`src/hw/rtl/assert_macros.svh`:
```
// Assertion helpers; clk and rst are taken from the module that uses them.
`ifndef ASSERT_MACROS_SVH
`define ASSERT_MACROS_SVH

// Same-cycle implication.
`define AST_IMPL(label, ante, cons, msg) \
  label: assert property (@(posedge clk) disable iff (rst) (ante) |-> (cons)) \
    else $error(msg);

// Next-cycle implication.
`define AST_NEXT(label, ante, cons, msg) \
  label: assert property (@(posedge clk) disable iff (rst) (ante) |=> (cons)) \
    else $error(msg);

`endif

```
`src/hw/rtl/nvd_pkg.sv`:
```
package nvd_pkg;

  localparam int unsigned ByteW  = 8;
  localparam int unsigned ValueW = 32;
  localparam int unsigned TotalW = 37;

  localparam logic [ByteW-1:0] FAST_HDR = 8'hF0;
  localparam logic [2:0]       FAST_CNT = 3'd4;

  typedef enum logic [1:0] {
    PH_HEADER,
    PH_FAST,
    PH_VALUE,
    PH_DONE
  } phase_t;

  typedef struct packed {
    logic              valid;
    logic [ValueW-1:0] value;
    logic              last;
    logic [TotalW-1:0] consumed;
  } nvd_result_t;

endpackage

```
`src/hw/rtl/nvd_core.sv`:
```
`include "assert_macros.svh"

module nvd_core (
  input  logic                        clk,
  input  logic                        rst,
  input  logic                        step_en,
  input  logic [nvd_pkg::ByteW-1:0]   data_byte,
  input  logic                        start_req,
  input  logic [nvd_pkg::ValueW-1:0]  value_count,
  output nvd_pkg::nvd_result_t        res
);
  import nvd_pkg::*;

  phase_t             phase, phase_next, phase_eff;
  logic [2:0]         fast_left, fast_left_next, fast_e;
  logic               slot, slot_next, slot_e;
  logic [3:0]         high_code, high_code_next, high_e;
  logic [4:0]         bytes_left, bytes_left_next, bl_e, bl_dec;
  logic [3:0]         byte_pos, byte_pos_next, bp_e;
  logic [ValueW-1:0]  accumulator, accumulator_next, acc_e, acc_upd;
  logic [ValueW-1:0]  values_done, values_done_next, vd_e;
  logic [TotalW-1:0]  byte_total, byte_total_next, bt_e;
  logic               emit;
  logic [ValueW-1:0]  emit_val;

  // Start request clears the array state before the item is used.
  always_comb begin
    if (start_req) begin
      phase_eff = PH_HEADER;
      fast_e    = '0;
      slot_e    = 1'b0;
      high_e    = '0;
      bl_e      = '0;
      bp_e      = '0;
      acc_e     = '0;
      vd_e      = '0;
      bt_e      = '0;
    end else begin
      phase_eff = phase;
      fast_e    = fast_left;
      slot_e    = slot;
      high_e    = high_code;
      bl_e      = bytes_left;
      bp_e      = byte_pos;
      acc_e     = accumulator;
      vd_e      = values_done;
      bt_e      = byte_total;
    end
    if (phase_eff == PH_HEADER && vd_e >= value_count) begin
      phase_eff = PH_DONE;
    end
  end

  always_comb begin
    phase_next       = phase_eff;
    fast_left_next   = fast_e;
    slot_next        = slot_e;
    high_code_next   = high_e;
    bytes_left_next  = bl_e;
    byte_pos_next    = bp_e;
    accumulator_next = acc_e;
    values_done_next = vd_e;
    byte_total_next  = bt_e;
    emit             = 1'b0;
    emit_val         = '0;
    acc_upd          = acc_e;
    bl_dec           = bl_e - 5'd1;
    res              = '0;

    if (phase_eff != PH_DONE) begin
      byte_total_next = bt_e + TotalW'(1);
    end

    unique case (phase_eff)
      PH_HEADER: begin
        if (data_byte == FAST_HDR) begin
          fast_left_next = FAST_CNT;
          phase_next     = PH_FAST;
        end else begin
          slot_next        = 1'b0;
          high_code_next   = data_byte[7:4];
          bytes_left_next  = {1'b0, data_byte[3:0]} + 5'd1;
          byte_pos_next    = '0;
          accumulator_next = '0;
          phase_next       = PH_VALUE;
        end
      end
      PH_FAST: begin
        fast_left_next = fast_e - 3'd1;
        if (fast_left_next == 3'd0) begin
          phase_next = PH_HEADER;
        end
        emit     = 1'b1;
        emit_val = ValueW'(data_byte);
      end
      PH_VALUE: begin
        // only the first four bytes land in the value, the rest are dropped
        if (bp_e < 4'd4) begin
          case (bp_e[1:0])
            2'd0:    acc_upd[7:0]   = acc_e[7:0]   | data_byte;
            2'd1:    acc_upd[15:8]  = acc_e[15:8]  | data_byte;
            2'd2:    acc_upd[23:16] = acc_e[23:16] | data_byte;
            default: acc_upd[31:24] = acc_e[31:24] | data_byte;
          endcase
        end
        accumulator_next = acc_upd;
        byte_pos_next    = bp_e + 4'd1;
        bytes_left_next  = bl_dec;
        if (bl_dec == 5'd0) begin
          emit     = 1'b1;
          emit_val = acc_upd;
          if (!slot_e) begin
            slot_next        = 1'b1;
            bytes_left_next  = {1'b0, high_e} + 5'd1;
            byte_pos_next    = '0;
            accumulator_next = '0;
            phase_next       = PH_VALUE;
          end else begin
            slot_next  = 1'b0;
            phase_next = PH_HEADER;
          end
        end
      end
      PH_DONE: begin
      end
      default: begin
      end
    endcase

    if (emit) begin
      values_done_next = vd_e + ValueW'(1);
      res.valid        = 1'b1;
      res.value        = emit_val;
      if (values_done_next >= value_count) begin
        res.last     = 1'b1;
        res.consumed = byte_total_next;
        phase_next   = PH_DONE;
      end
    end
  end

  always_ff @(posedge clk) begin
    if (rst) begin
      phase       <= PH_HEADER;
      fast_left   <= '0;
      slot        <= 1'b0;
      high_code   <= '0;
      bytes_left  <= '0;
      byte_pos    <= '0;
      accumulator <= '0;
      values_done <= '0;
      byte_total  <= '0;
    end else if (step_en) begin
      phase       <= phase_next;
      fast_left   <= fast_left_next;
      slot        <= slot_next;
      high_code   <= high_code_next;
      bytes_left  <= bytes_left_next;
      byte_pos    <= byte_pos_next;
      accumulator <= accumulator_next;
      values_done <= values_done_next;
      byte_total  <= byte_total_next;
    end
  end

  `AST_IMPL(a_last_ends_array, step_en && res.valid && res.last, phase_next == PH_DONE, "last item did not close the array")
  `AST_IMPL(a_done_silent, step_en && phase_eff == PH_DONE, !res.valid && byte_total_next == bt_e, "finished array produced an item")
  `AST_NEXT(a_fast_count, step_en && phase_eff == PH_HEADER && data_byte == FAST_HDR, phase == PH_FAST && fast_left == FAST_CNT, "fast group not set up")

endmodule

```
`src/hw/rtl/nibble_varint_stream_decoder.sv`:
```
// Nibble-header group varint decoder.
// Input channel (in_valid/in_ready): one stream byte per item on data_byte;
// start_req marks the first byte of a new array and clears the counters.
// Config channel (cfg_valid/cfg_ready): cfg_data sets value_count, the number
// of values in the array; always ready, write it only while the block is idle.
// Output channel (out_valid/out_ready): one decoded 32-bit value per item;
// last flags the final value of the array and consumed_bytes then holds the
// total bytes used, headers included (zero otherwise). Bytes after the last
// value are swallowed until the next start_req.
// Throughput: one byte per cycle while the output is not stalled; the state
// update for a byte is done in the cycle it is accepted. The output register
// shows a value in the cycle after the byte that completes it is accepted.
// A single output register holds the result; while it is full and out_ready
// is low, in_ready drops and the decoder stalls. When out_ready is high a new
// byte is taken in the same cycle the held value leaves.
// Reset (rst, synchronous) empties the output register, zeroes value_count and
// puts the decoder at the start of an array.
`include "assert_macros.svh"

module nibble_varint_stream_decoder (
  input  logic                        clk,
  input  logic                        rst,
  input  logic                        in_valid,
  output logic                        in_ready,
  input  logic [nvd_pkg::ByteW-1:0]   data_byte,
  input  logic                        start_req,
  input  logic                        cfg_valid,
  output logic                        cfg_ready,
  input  logic [nvd_pkg::ValueW-1:0]  cfg_data,
  output logic                        out_valid,
  input  logic                        out_ready,
  output logic [nvd_pkg::ValueW-1:0]  value,
  output logic                        last,
  output logic [nvd_pkg::TotalW-1:0]  consumed_bytes
);
  import nvd_pkg::*;

  logic              in_fire;
  logic [ValueW-1:0] value_count;
  nvd_result_t       res;

  assign cfg_ready = 1'b1;
  assign in_ready  = !out_valid || out_ready;
  assign in_fire   = in_valid && in_ready;

  always_ff @(posedge clk) begin
    if (rst) begin
      value_count <= '0;
    end else if (cfg_valid) begin
      value_count <= cfg_data;
    end
  end

  nvd_core u_core (
    .clk         (clk),
    .rst         (rst),
    .step_en     (in_fire),
    .data_byte   (data_byte),
    .start_req   (start_req),
    .value_count (value_count),
    .res         (res)
  );

  always_ff @(posedge clk) begin
    if (rst) begin
      out_valid <= 1'b0;
    end else if (in_fire) begin
      out_valid <= res.valid;
    end else if (out_ready) begin
      out_valid <= 1'b0;
    end
  end

  always_ff @(posedge clk) begin
    if (in_fire && res.valid) begin
      value          <= res.value;
      last           <= res.last;
      consumed_bytes <= res.consumed;
    end
  end

  `AST_IMPL(a_no_overwrite, out_valid && !out_ready, !in_ready, "input taken over a held item")
  `AST_IMPL(a_count_only_last, out_valid && !last, consumed_bytes == '0, "byte count on a non-final item")
  `AST_NEXT(a_result_shows, in_fire && res.valid, out_valid, "result lost")

endmodule
```
`config.mk`:
```
export PLATFORM = sky130hd
export DESIGN_NAME = nibble_varint_stream_decoder
export DESIGN_NICKNAME = d
export VERILOG_FILES = /design/src/hw/rtl/nvd_pkg.sv /design/src/hw/rtl/nvd_core.sv /design/src/hw/rtl/nibble_varint_stream_decoder.sv
export VERILOG_INCLUDE_DIRS = /design/src /design/src/hw/rtl
export SDC_FILE = /design/constraint.sdc
export NUM_CORES = 1
export LEC_CHECK = 0
export BUFFER_PORTS_ARGS = -buffer_cell sky130_fd_sc_hd__clkbuf_2
export CORE_MARGIN = 4
export CORE_UTILIZATION = 60
export CTS_CLUSTER_SIZE = 8
export DETAILED_ROUTE_END_ITERATION = 12
export HOLD_SLACK_MARGIN = 0.06
export PLACE_DENSITY = 0.84
export SETUP_SLACK_MARGIN = 0.1
export SLEW_MARGIN = 20
export SYNTH_ARGS = -nofsm -noshare
export SYNTH_HDL_FRONTEND = slang
export SYNTH_SLANG_ARGS = --single-unit
```
`constraint.sdc`:
```
create_clock -name clk -period 15 [get_ports clk]
set_clock_uncertainty 0.1 [all_clocks]
set_input_delay 1.5 -clock clk [delete_from_list [all_inputs] [get_ports clk]]
set_output_delay 1.5 -clock clk [all_outputs]
set_load 0.1 [all_outputs]
```
==> results.md, run 1 <==
* Core Box Area at 0.0206 sq mm
* Io pins at 119
* CP endpoint kind: flop
* Clk sinks at 223
* Area leader, netlist: dfxtp_1
* Worst-Margin Slew at 1.06 ns
* DRC viols at 0
* Min Tclk post-route at 6.45 ns
* Synth Flop Type: dfxtp_1
* Initial Util at 0.618
* Mapped Nets at 1542
* FFs w/ async S/R, synth at 0
* Clk Latency, worst-skew pair at 0.56 ns
* Int Pwr at 1.04 mW
* Gp weighted congestion at 0.889
* Initial antenna violation count at 0
* Mean post-synth cell area at 8.96 sq um
* Reg power frac at 0.464
* WL final at 30.3 mm
* EDFF count, synth at 70
* Hold-fix buffer count after cts at 0
* CTS tree: built
* Clock Tree Buf Depth at 3
* Via density at 6.15
* DPL Wire Length at 20.5 mm
* CP max FO at 75
* Syn-to-layout area delta at 11.6%
* Final hold viol count at 0
* Pre-antenna DRT Iters at 6
* Final Cycle Share at 0.430
* Final Max Slew Viols at 0
* Worst Setup Slack, final at 8.55 ns
* Clock power frac at 0.458
* Starting DRT DRC Count at 987
* Die outline width at 154 um
* CTS resizes at 0
* Layout cells sized above 1 at 0.127
* FF-to-FF path depth at 17
* Fmax at 0.155 GHz
* Post-place setup slack at 8.06 ns
* Post-synthesis instance total at 1419
* Peak supply drop at 0.0000856 V
* Status: finished, final reports clean
* YS warnings at 0
* Ant diodes at 0
* Antenna-violating nets left at 0
* Final non-filler cell area at 0.0142 sq mm
* Hold Path Origin: u_core.accumulator[31]
* Hold WS at 0.371 ns
* Std-Cell Rows at 52
* Switching Power at 0.331 mW
* Cell Pwr Density at 96.8 mW/mm^2
* Dpl cell area at 0.0133 sq mm
* I/O Buffers at 117
* Setup crit start: start_req
* Sequential area share after synthesis at 0.406
* Mean routed wirelength per cell at 17.1 um
* Num CTS Buffers at 31
* Synth unique cells at 88
* Worst EP required at 15.07 ns
* Post-synth top area share at 0.241
* CP Launch Type: input port
* Die area at 0.0236 sq mm
* Endpoints failing setup at 0
* Relative slew slack at 0.291
* All-Layer GR Usage at 0.250
* Max cap viols at 0
* Vias in the first global route at 10400
* Global-route wire length before repair at 50.7 mm
* Setup bufs post-CTS at 0
* Synth top area cells: dfxtp_1, edfxtp_1, ha_1
* Layout net count at 1610
* Root buffer cell: clkbuf_16
* Yosys reg bits at 223
* Crit path DAT at 6.52 ns
* Die Y at 154 um
* H-tree Lvls at 1
* RSZ-0062 raised after global routing: false
* Final core occ at 0.690
* Crit path kind: input port to flop
* Power share of the combinational group at 0.079
* Sw Share at 0.241
* HP Class: flop to flop
* Grt total ovfl at 0
* WHS Path Cells at 1
* Vias at 10900
* R2r startpoint: u_core.values_done[0]
* Synthesized area at 0.0127 sq mm
* Static Leak at 5.65 nW
* Fin Setup TNS at 0 ns
* Most frequent cells in the layout: nor2_1, dfxtp_1, clkbuf_2
* Largest net degree at the start of global routing at 82
* CTS clk-pin slew, worst paths at 0.05 ns
* Commonest non-fill, non-tap cell in the layout: nor2_1
-- path summary, 6_finish.rpt --
check                           end  slack, ns
max                       value[24]       8.55
min reg2reg  u_core.accumulator[31]       0.37
min          u_core.accumulator[31]       0.37
max reg2reg      consumed_bytes[31]      10.00
-- metal layers --
layer	part of all wire	vias to the layer above	GRT usage
li1	-	5283	-
met1	0.43	5135	0.341
met2	0.47	426	0.417
met3	0.078	60	0.0391
met4	0.021	0	0.0677
met5	0	-	0
-- synth_stat cells (all sizes together), types with 9 or more instances --
cell type	count
a21o	10
a21oi	71
a22o	35
a22oi	58
a31oi	19
and2	10
and3	18
buf	37
clkbuf	57
dfxtp	153
edfxtp	70
ha	77
inv	61
mux2i	36
nand2	112
nand3	40
nand4	28
nor2	161
nor2b	47
nor3	18
nor4	10
o211ai	9
o21ai	72
or3	23
xnor2	36
xor2	29
-- power groups by stage --
stage	combinational, mW	sequential (mW)	clock [mW]
after floorplan	0.0788	0.648	0
after global placement	0.103	0.649	0
after detailed placement	0.106	0.649	0
after CTS	0.107	0.637	0.637
after global routing	0.120	0.638	0.665
final	0.108	0.637	0.629
-- critical path, cell delays in order --
cell	delay (ns)
buf_4	0.21
clkinv_1	0.07
buf_4	0.55
nand2_1	0.30
inv_1	0.24
ha_1	0.55
nand4_1	0.96
nand2_1	0.81
nand2_1	0.22
clkinv_2	0.23
buf_4	0.68
-- cells by family (layout without fill, tap and decap cells) --
family	count (synthesis)	after routing	share of synthesized area
and+or+nand+nor	511	511	0.206
other	1	1	0.000295
xor gates and xnor gates	65	65	0.0448
adders and majority gates	77	77	0.0758
muxes	38	38	0.0301
buffers and inverters	158	242	0.0503
DFF	223	223	0.406
AOI/OAI and AO/OA	346	346	0.186
-- final cells by class --
cell class / count / area (sq um)
clock buffer: 48 / 840
multi-input combinational: 1038 / 6910
sequential: 223 / 5160
timing repair buffer: 129 / 681
fill: 1623 / 6360
inverter: 64 / 241
clock inverter: 1 / 20.0
tap: 270 / 338
-- per-stage QoR --
step	total power, mW	std cells
detailed placement	0.755	1724
finish	1.37	1773
global route	1.42	1773
floorplan	0.727	1419
CTS	1.38	1773
global placement	0.752	1724
-- flip-flops by register name, summed over array words and instances (netlist names) --
signal / count
u_core.byte_total: 37
u_core.bytes_left: 5
last: 1
u_core.accumulator: 32
u_core.fast_left: 3
u_core.high_code: 4
out_valid: 1
consumed_bytes: 37
u_core.slot: 1
u_core.phase: 2
u_core.byte_pos: 4
value: 32
u_core.values_done: 32
value_count: 32
No activity file was read; power rests on OpenSTA's default activity.
==> run 2: changes to the inputs <==
==> constraint.sdc (replaced) <==
create_clock -name clk -period 6.2 [get_ports clk]
set_clock_uncertainty 0.1 [all_clocks]
set_input_delay 0.62 -clock clk [delete_from_list [all_inputs] [get_ports clk]]
set_output_delay 0.62 -clock clk [all_outputs]
set_load 0.1 [all_outputs]
==> results.md, run 2 (synthesis results as in run 1) <==
* CP Launch Type: flop
* Hold-fix buffer count after cts at 0 (unchanged)
* Commonest non-fill, non-tap cell in the layout: nor2_1
* Core Box Area at 0.0206 sq mm (unchanged)
* Global-route wire length before repair at 52.3 mm (+3.1%)
* Initial Util at 0.618 (unchanged)
* DPL Wire Length at 21.0 mm (+2.5%)
* Number of fill cells at 1646 (+1.4%)
* HP Class: input port to flop
* CTS clk-pin slew, worst paths at 0.06 ns (about the same)
* Most frequent cells in the layout: nor2_1, dfxtp_1, clkbuf_2
* CP Cell Sequence: nand2_1, nor3b_4, nand4_2, or2_2, nor2_2, nand2_1, xnor2_1, ha_1, and4_1, a221oi_1, o211ai_1, o211ai_1, buf_4, inv_1, nand2_1, nor2_1
* Crit path kind: flop to flop
* Fmax at 0.204 GHz
* CP endpoint kind: flop
* Fin Setup TNS at 0 ns (unchanged)
* Slowest CP cell: dfxtp_1
* Setup bufs post-CTS at 0 (unchanged)
* Clk Latency, worst-skew pair at 0.56 ns (about the same)
* Num CTS Buffers at 31 (unchanged)
* Final Cycle Share at 0.789
* H-tree Lvls at 1 (unchanged)
* Die Y at 154 um (unchanged)
* Std-Cell Rows at 52 (unchanged)
* CTS tree: built
* Pre-antenna DRT Iters at 5 (-1)
* CP max FO at 23 (-69%)
* Vias at 11100 (+1.6%)
* Endpoints failing setup at 0 (unchanged)
* Root buffer cell: clkbuf_16
* CTS resizes at 0 (unchanged)
* Worst path max stage delay at 0.50 ns (-0.46 ns)
* Starting DRT DRC Count at 1003 (+1.6%)
* Ant diodes at 0 (unchanged)
* Crit path DAT at 5.07 ns (-1.45 ns)
* Cell Pwr Density at 234 mW/mm^2 (+140%)
* Power share of the combinational group at 0.080 (about the same)
* Final Max Slew Viols at 0 (unchanged)
* Reg power frac at 0.462 (-0.002)
* Min Tclk post-route at 4.89 ns
* Via density at 6.23 (+1.3%)
* Clock Tree Buf Depth at 3 (unchanged)
* Initial antenna violation count at 0 (unchanged)
* Max cap viols at 0 (unchanged)
* Clock power frac at 0.458 (about the same)
* Top flop regs: consumed_bytes x37, u_core.byte_total x37
* Antenna-violating nets left at 0 (unchanged)
* RSZ-0062 raised after global routing: false
* CP dominant cell by count: nand2_1
* Multi-input gate area at 0.00691 sq mm (unchanged)
* Die area at 0.0236 sq mm (unchanged)
* Clk sinks at 223 (unchanged)
* Relative slew slack at 0.312 (+0.0207)
* Final hold viol count at 0 (unchanged)
* Worst EP required at 6.38 ns (-8.69 ns)
* WL final at 31.3 mm (+3.4%)
* Gp weighted congestion at 0.929 (+4.6%)
* Int Pwr at 2.52 mW (+140%)
* Worst-Margin Slew at 1.03 ns (-0.0280 ns)
* Die outline width at 154 um (unchanged)
* Fin cells at 1778 (+0.28%)
* Static Leak at 5.68 nW (+0.63%)
* Layout cells sized above 1 at 0.131 (+0.00356)
* Syn-to-layout area delta at 12.1%
* Vias in the first global route at 10600 (+2.3%)
* All-Layer GR Usage at 0.259 (+0.00863)
* Switching Power at 0.817 mW (+150%)
* Reg area at 0.00516 sq mm (unchanged)
* Layout net count at 1616 (+0.37%)
* Status: finished, final reports clean
* DRC viols at 0 (unchanged)
* Largest net degree at the start of global routing at 64 (-22%)
* Mean routed wirelength per cell at 17.6 um (+3.1%)
* Inst Count DP at 1730 (+0.35%)
* Io pins at 119 (unchanged)
* I/O Buffers at 117 (unchanged)
* Sw Share at 0.245 (+0.00383)
* Peak supply drop at 0.000204 V (+140%)
* Grt total ovfl at 0 (unchanged)
## run 2: cell count changes in the layout (fill, tap and decap cells not counted), sizes merged
cell    change
buf         +6
clkbuf      -1
## run 2: path summary, 6_finish.rpt
kind                            cells after the start                      to                   start  slack [ns]
worst max-delay path                               16      consumed_bytes[15]   u_core.values_done[0]        1.31
worst min-delay path                                3         value_count[27]            cfg_data[27]        0.19
worst max register to register                     16      consumed_bytes[15]   u_core.values_done[0]        1.31
worst min register to register                      1  u_core.accumulator[13]  u_core.accumulator[13]        0.38
## run 2: cell type report
class / instances / area share
Clock buffer: 47 / 0.0587
Clock inverter: 1 / 0.00140
Sequential cell: 223 / 0.362
Tap cell: 270 / 0.0237
Inverter: 64 / 0.0169
Multi-Input combinational cell: 1038 / 0.485
Timing Repair Buffer: 135 / 0.0518
## run 2: routing by layer
| layer | vias to the layer above | share of wire | GRT usage |
|---|---|---|---|
| met5 | - | 0 | 0 |
| met4 | 0 | 0.030 | 0.0934 |
| li1 | 5300 | - | - |
| met1 | 5195 | 0.42 | 0.353 |
| met2 | 504 | 0.47 | 0.421 |
| met3 | 78 | 0.079 | 0.0393 |
## run 2: through the flow
step                      setup WS (ns)  power, mW  hold slack [ns]  cell area, sq um  utilization
after floorplan                   0.290       1.76            0.342             12700            -
after global placement             1.17       1.82            0.347             13400        0.651
after detailed placement          0.940       1.83            0.360             13400        0.651
after CTS                          1.31       3.35            0.178             14200        0.693
after global routing              0.905       3.46            0.195             14200        0.693
final                              1.31       3.34            0.190             14200        0.693
## run 2: power groups by stage
stage | combinational [mW] | clock, mW | sequential (mW)
after global routing | 0.294 | 1.62 | 1.54
after detailed placement | 0.261 | 0 | 1.57
final | 0.267 | 1.53 | 1.54
after global placement | 0.253 | 0 | 1.57
after floorplan | 0.191 | 0 | 1.57
after CTS | 0.263 | 1.55 | 1.54
## run 2: critical path, delay by kind of cell, from the launching register on
family | cells | cell delay, ns
buffers and inverters | 2 | 0.41
AOI/OAI and AO/OA | 3 | 0.65
xor gates and xnor gates | 1 | 0.22
and+or+nand+nor | 9 | 2.42
adders and majority gates | 1 | 0.28
DFF | 1 | 0.50
==> run 3: changes to the inputs <==
--- a/config.mk
+++ b/config.mk
@@ -8,11 +8,11 @@
 export LEC_CHECK = 0
 export BUFFER_PORTS_ARGS = -buffer_cell sky130_fd_sc_hd__clkbuf_2
 export CORE_MARGIN = 4
-export CORE_UTILIZATION = 60
+export CORE_UTILIZATION = 54
 export CTS_CLUSTER_SIZE = 8
 export DETAILED_ROUTE_END_ITERATION = 12
 export HOLD_SLACK_MARGIN = 0.06
-export PLACE_DENSITY = 0.84
+export PLACE_DENSITY = 0.8
 export SETUP_SLACK_MARGIN = 0.1
 export SLEW_MARGIN = 20
 export SYNTH_ARGS = -nofsm -noshare
==> constraint.sdc (replaced) <==
create_clock -name clk -period 4.5 [get_ports clk]
set_clock_uncertainty 0.1 [all_clocks]
set_input_delay 0.45 -clock clk [delete_from_list [all_inputs] [get_ports clk]]
set_output_delay 0.45 -clock clk [all_outputs]
set_load 0.1 [all_outputs]
==> results.md, run 3 (synthesis results as in run 1) <==
* Syn-to-layout area delta at 14.4%
* RSZ-0062 raised after global routing: false
* Clk sinks at 223 (unchanged)
* Ant diodes at 0 (unchanged)
* Num CTS Buffers at 34 (+9.7%)
* Commonest non-fill, non-tap cell in the layout: nor2_1
* CTS tree: built
* Clk Latency, worst-skew pair at 0.51 ns (-0.05 ns)
* Core Box Area at 0.0229 sq mm (+11%)
* CTS clk-pin slew, worst paths at 0.05 ns (about the same)
* CP Cell Sequence: nand3_1, nor4bb_2, nand4_2, or2_2, nor2_2, nand2_1, xnor2_1, ha_1, and4_1, a221oi_1, o211ai_1, o211ai_1, buf_4, inv_1, nand2_1, buf_4, nor2_1
* Initial antenna violation count at 0 (unchanged)
* Clock power frac at 0.479 (+0.021)
* Root buffer cell: clkbuf_16
* Crit path DAT at 4.30 ns (-0.77 ns)
* Final core occ at 0.635 (-0.0581)
* Io pins at 119 (unchanged)
* Sw Share at 0.243 (-0.00155)
* Status: finished, final reports clean
* Gp weighted congestion at 0.928 (about the same)
* CP endpoint kind: flop
* Endpoints failing setup at 0 (unchanged)
* Multi-input gate area at 0.00692 sq mm (+0.20%)
* Die area at 0.0261 sq mm (+11%)
* HP Class: input port to flop
* I/O Buffers at 117 (unchanged)
* Final hold viol count at 0 (unchanged)
* Power share of the combinational group at 0.078 (-0.002)
* Number of fill cells at 1909 (+16%)
* Top flop regs: consumed_bytes x37, u_core.byte_total x37
* Via density at 6.10 (-2.2%)
* Switching Power at 1.17 mW (+43%)
* Worst-Margin Slew at 1.06 ns (+0.0231 ns)
* Vias at 11200 (+1.2%)
* Min Tclk post-route at 4.15 ns (-0.744 ns)
* Final Max Slew Viols at 0 (unchanged)
* Initial Util at 0.555 (-0.0636)
* Fin cells at 1839 (+3.4%)
* H-tree Lvls at 2 (+1)
* Starting DRT DRC Count at 1037 (+3.4%)
* Std-Cell Rows at 55 (+5.8%)
* Worst path max stage delay at 0.40 ns (-0.10 ns)
* Pre-antenna DRT Iters at 5 (unchanged)
* Top delay family on crit path: simple AND/OR/NAND/NOR gates
* DPL Wire Length at 22.1 mm (+5.1%)
* Largest net degree at the start of global routing at 62 (-3.1%)
* Fin Setup TNS at 0 ns (unchanged)
* Buffers & Inverters on Critical Path at 3 (+1)
* Relative slew slack at 0.296 (-0.0154)
* Final Cycle Share at 0.922 (+0.133)
* Worst EP required at 4.65 ns (-1.73 ns)
* Reg area at 0.00516 sq mm (unchanged)
* Most frequent cells in the layout: nor2_1, dfxtp_1, clkbuf_2
* CP max FO at 16 (-30%)
* CP Launch Type: flop
* Clock Tree Buf Depth at 3 (unchanged)
* Die Y at 161 um (+5.1%)
* Crit path kind: flop to flop
* Max cap viols at 0 (unchanged)
* Layout cells sized above 1 at 0.144 (+0.0129)
* Global-route wire length before repair at 53.3 mm (+1.9%)
* Vias in the first global route at 10800 (+1.7%)
* Mean routed wirelength per cell at 17.6 um (+0.11%)
* Layout net count at 1631 (+0.93%)
* Cell Pwr Density at 330 mW/mm^2 (+41%)
* Slowest CP cell: dfxtp_1
* Peak supply drop at 0.000235 V (+15%)
* Grt total ovfl at 0 (unchanged)
* Antenna-violating nets left at 0 (unchanged)
* DRC viols at 0 (unchanged)
* Reg power frac at 0.443 (-0.019)
* Int Pwr at 3.63 mW (+44%)
* Static Leak at 5.81 nW (+2.2%)
* All-Layer GR Usage at 0.242 (-0.0163)
* WL final at 32.4 mm (+3.5%)
* Inst Count DP at 1784 (+3.1%)
* Fmax at 0.241 GHz (+18%)
* Die outline width at 161 um (+5.1%)
run 3: cell count changes in the layout (fill, tap and decap cells not counted), sizes merged:
cell	previous run	this run
inv	62	63
buf	20	32
clkinv	3	4
clkbuf	162	165
clkinvlp	0	1
run 3: what timing repair did:
action                     4_1_cts  5_1_grt
setup buffers                    0        1
setup endpoints to repair        0       39
gates resized for setup          0        2
hold buffers                     0        0
run 3: power by group through the flow:
| stage | Sequential (mW) | Combinational (mW) | Clock [mW] |
|---|---|---|---|
| 3_3_place_gp | 2.16 | 0.355 | 0 |
| 2_1_floorplan | 2.16 | 0.263 | 0 |
| 3_5_place_dp | 2.16 | 0.365 | 0 |
| 6_report | 2.13 | 0.374 | 2.30 |
| 4_1_cts | 2.13 | 0.369 | 2.34 |
| 5_1_grt | 2.13 | 0.415 | 2.42 |
run 3: final cells by class:
| cell class | instances | area share |
|---|---|---|
| inverter | 64 | 0.0166 |
| clock inverter | 4 | 0.00284 |
| sequential | 223 | 0.355 |
| multi-input combinational | 1038 | 0.476 |
| clock buffer | 50 | 0.0633 |
| tap | 313 | 0.0269 |
| timing repair buffer | 147 | 0.0595 |
run 3: per-stage QoR:
stage | instance area (sq um) | setup slack, ns | hold slack (ns) | power [mW]
2_1_floorplan | 12700 | 0.307 | 0.342 | 2.42
3_3_place_gp | 13600 | 0.195 | 0.348 | 2.52
3_5_place_dp | 13600 | 0.132 | 0.358 | 2.53
4_1_cts | 14500 | 0.171 | 0.0786 | 4.83
5_1_grt | 14600 | 0.135 | 0.0903 | 4.96
6_report | 14600 | 0.351 | 0.0877 | 4.80
run 3: metal layers:
layer / share of wire / vias up / GRT usage / wire length, um
li1: - / 5314 / - / -
met1: 0.42 / 5340 / 0.323 / 13700
met2: 0.48 / 480 / 0.410 / 15600
met3: 0.075 / 75 / 0.0352 / 2420
met4: 0.022 / 0 / 0.0737 / 714
met5: 0 / - / 0 / 0
run 3: worst register-to-register path: cells and delay by family, from the launching register on:
kind | cells | cell delay [ns]
xor+xnor | 1 | 0.23
buf+inv | 3 | 0.45
fa+ha+maj | 1 | 0.28
simple gates | 9 | 1.73
compound gates | 3 | 0.69
flops | 1 | 0.40
run 3: final timing paths:
path	startpoint	end	slack (ns)	depth (start not counted)
worst max-delay path	u_core.values_done[13]	consumed_bytes[12]	0.35	17
worst min-delay path	cfg_data[11]	value_count[11]	0.09	3
worst max register to register	u_core.values_done[13]	consumed_bytes[12]	0.35	17
worst min register to register	u_core.byte_total[9]	u_core.byte_total[9]	0.36	2
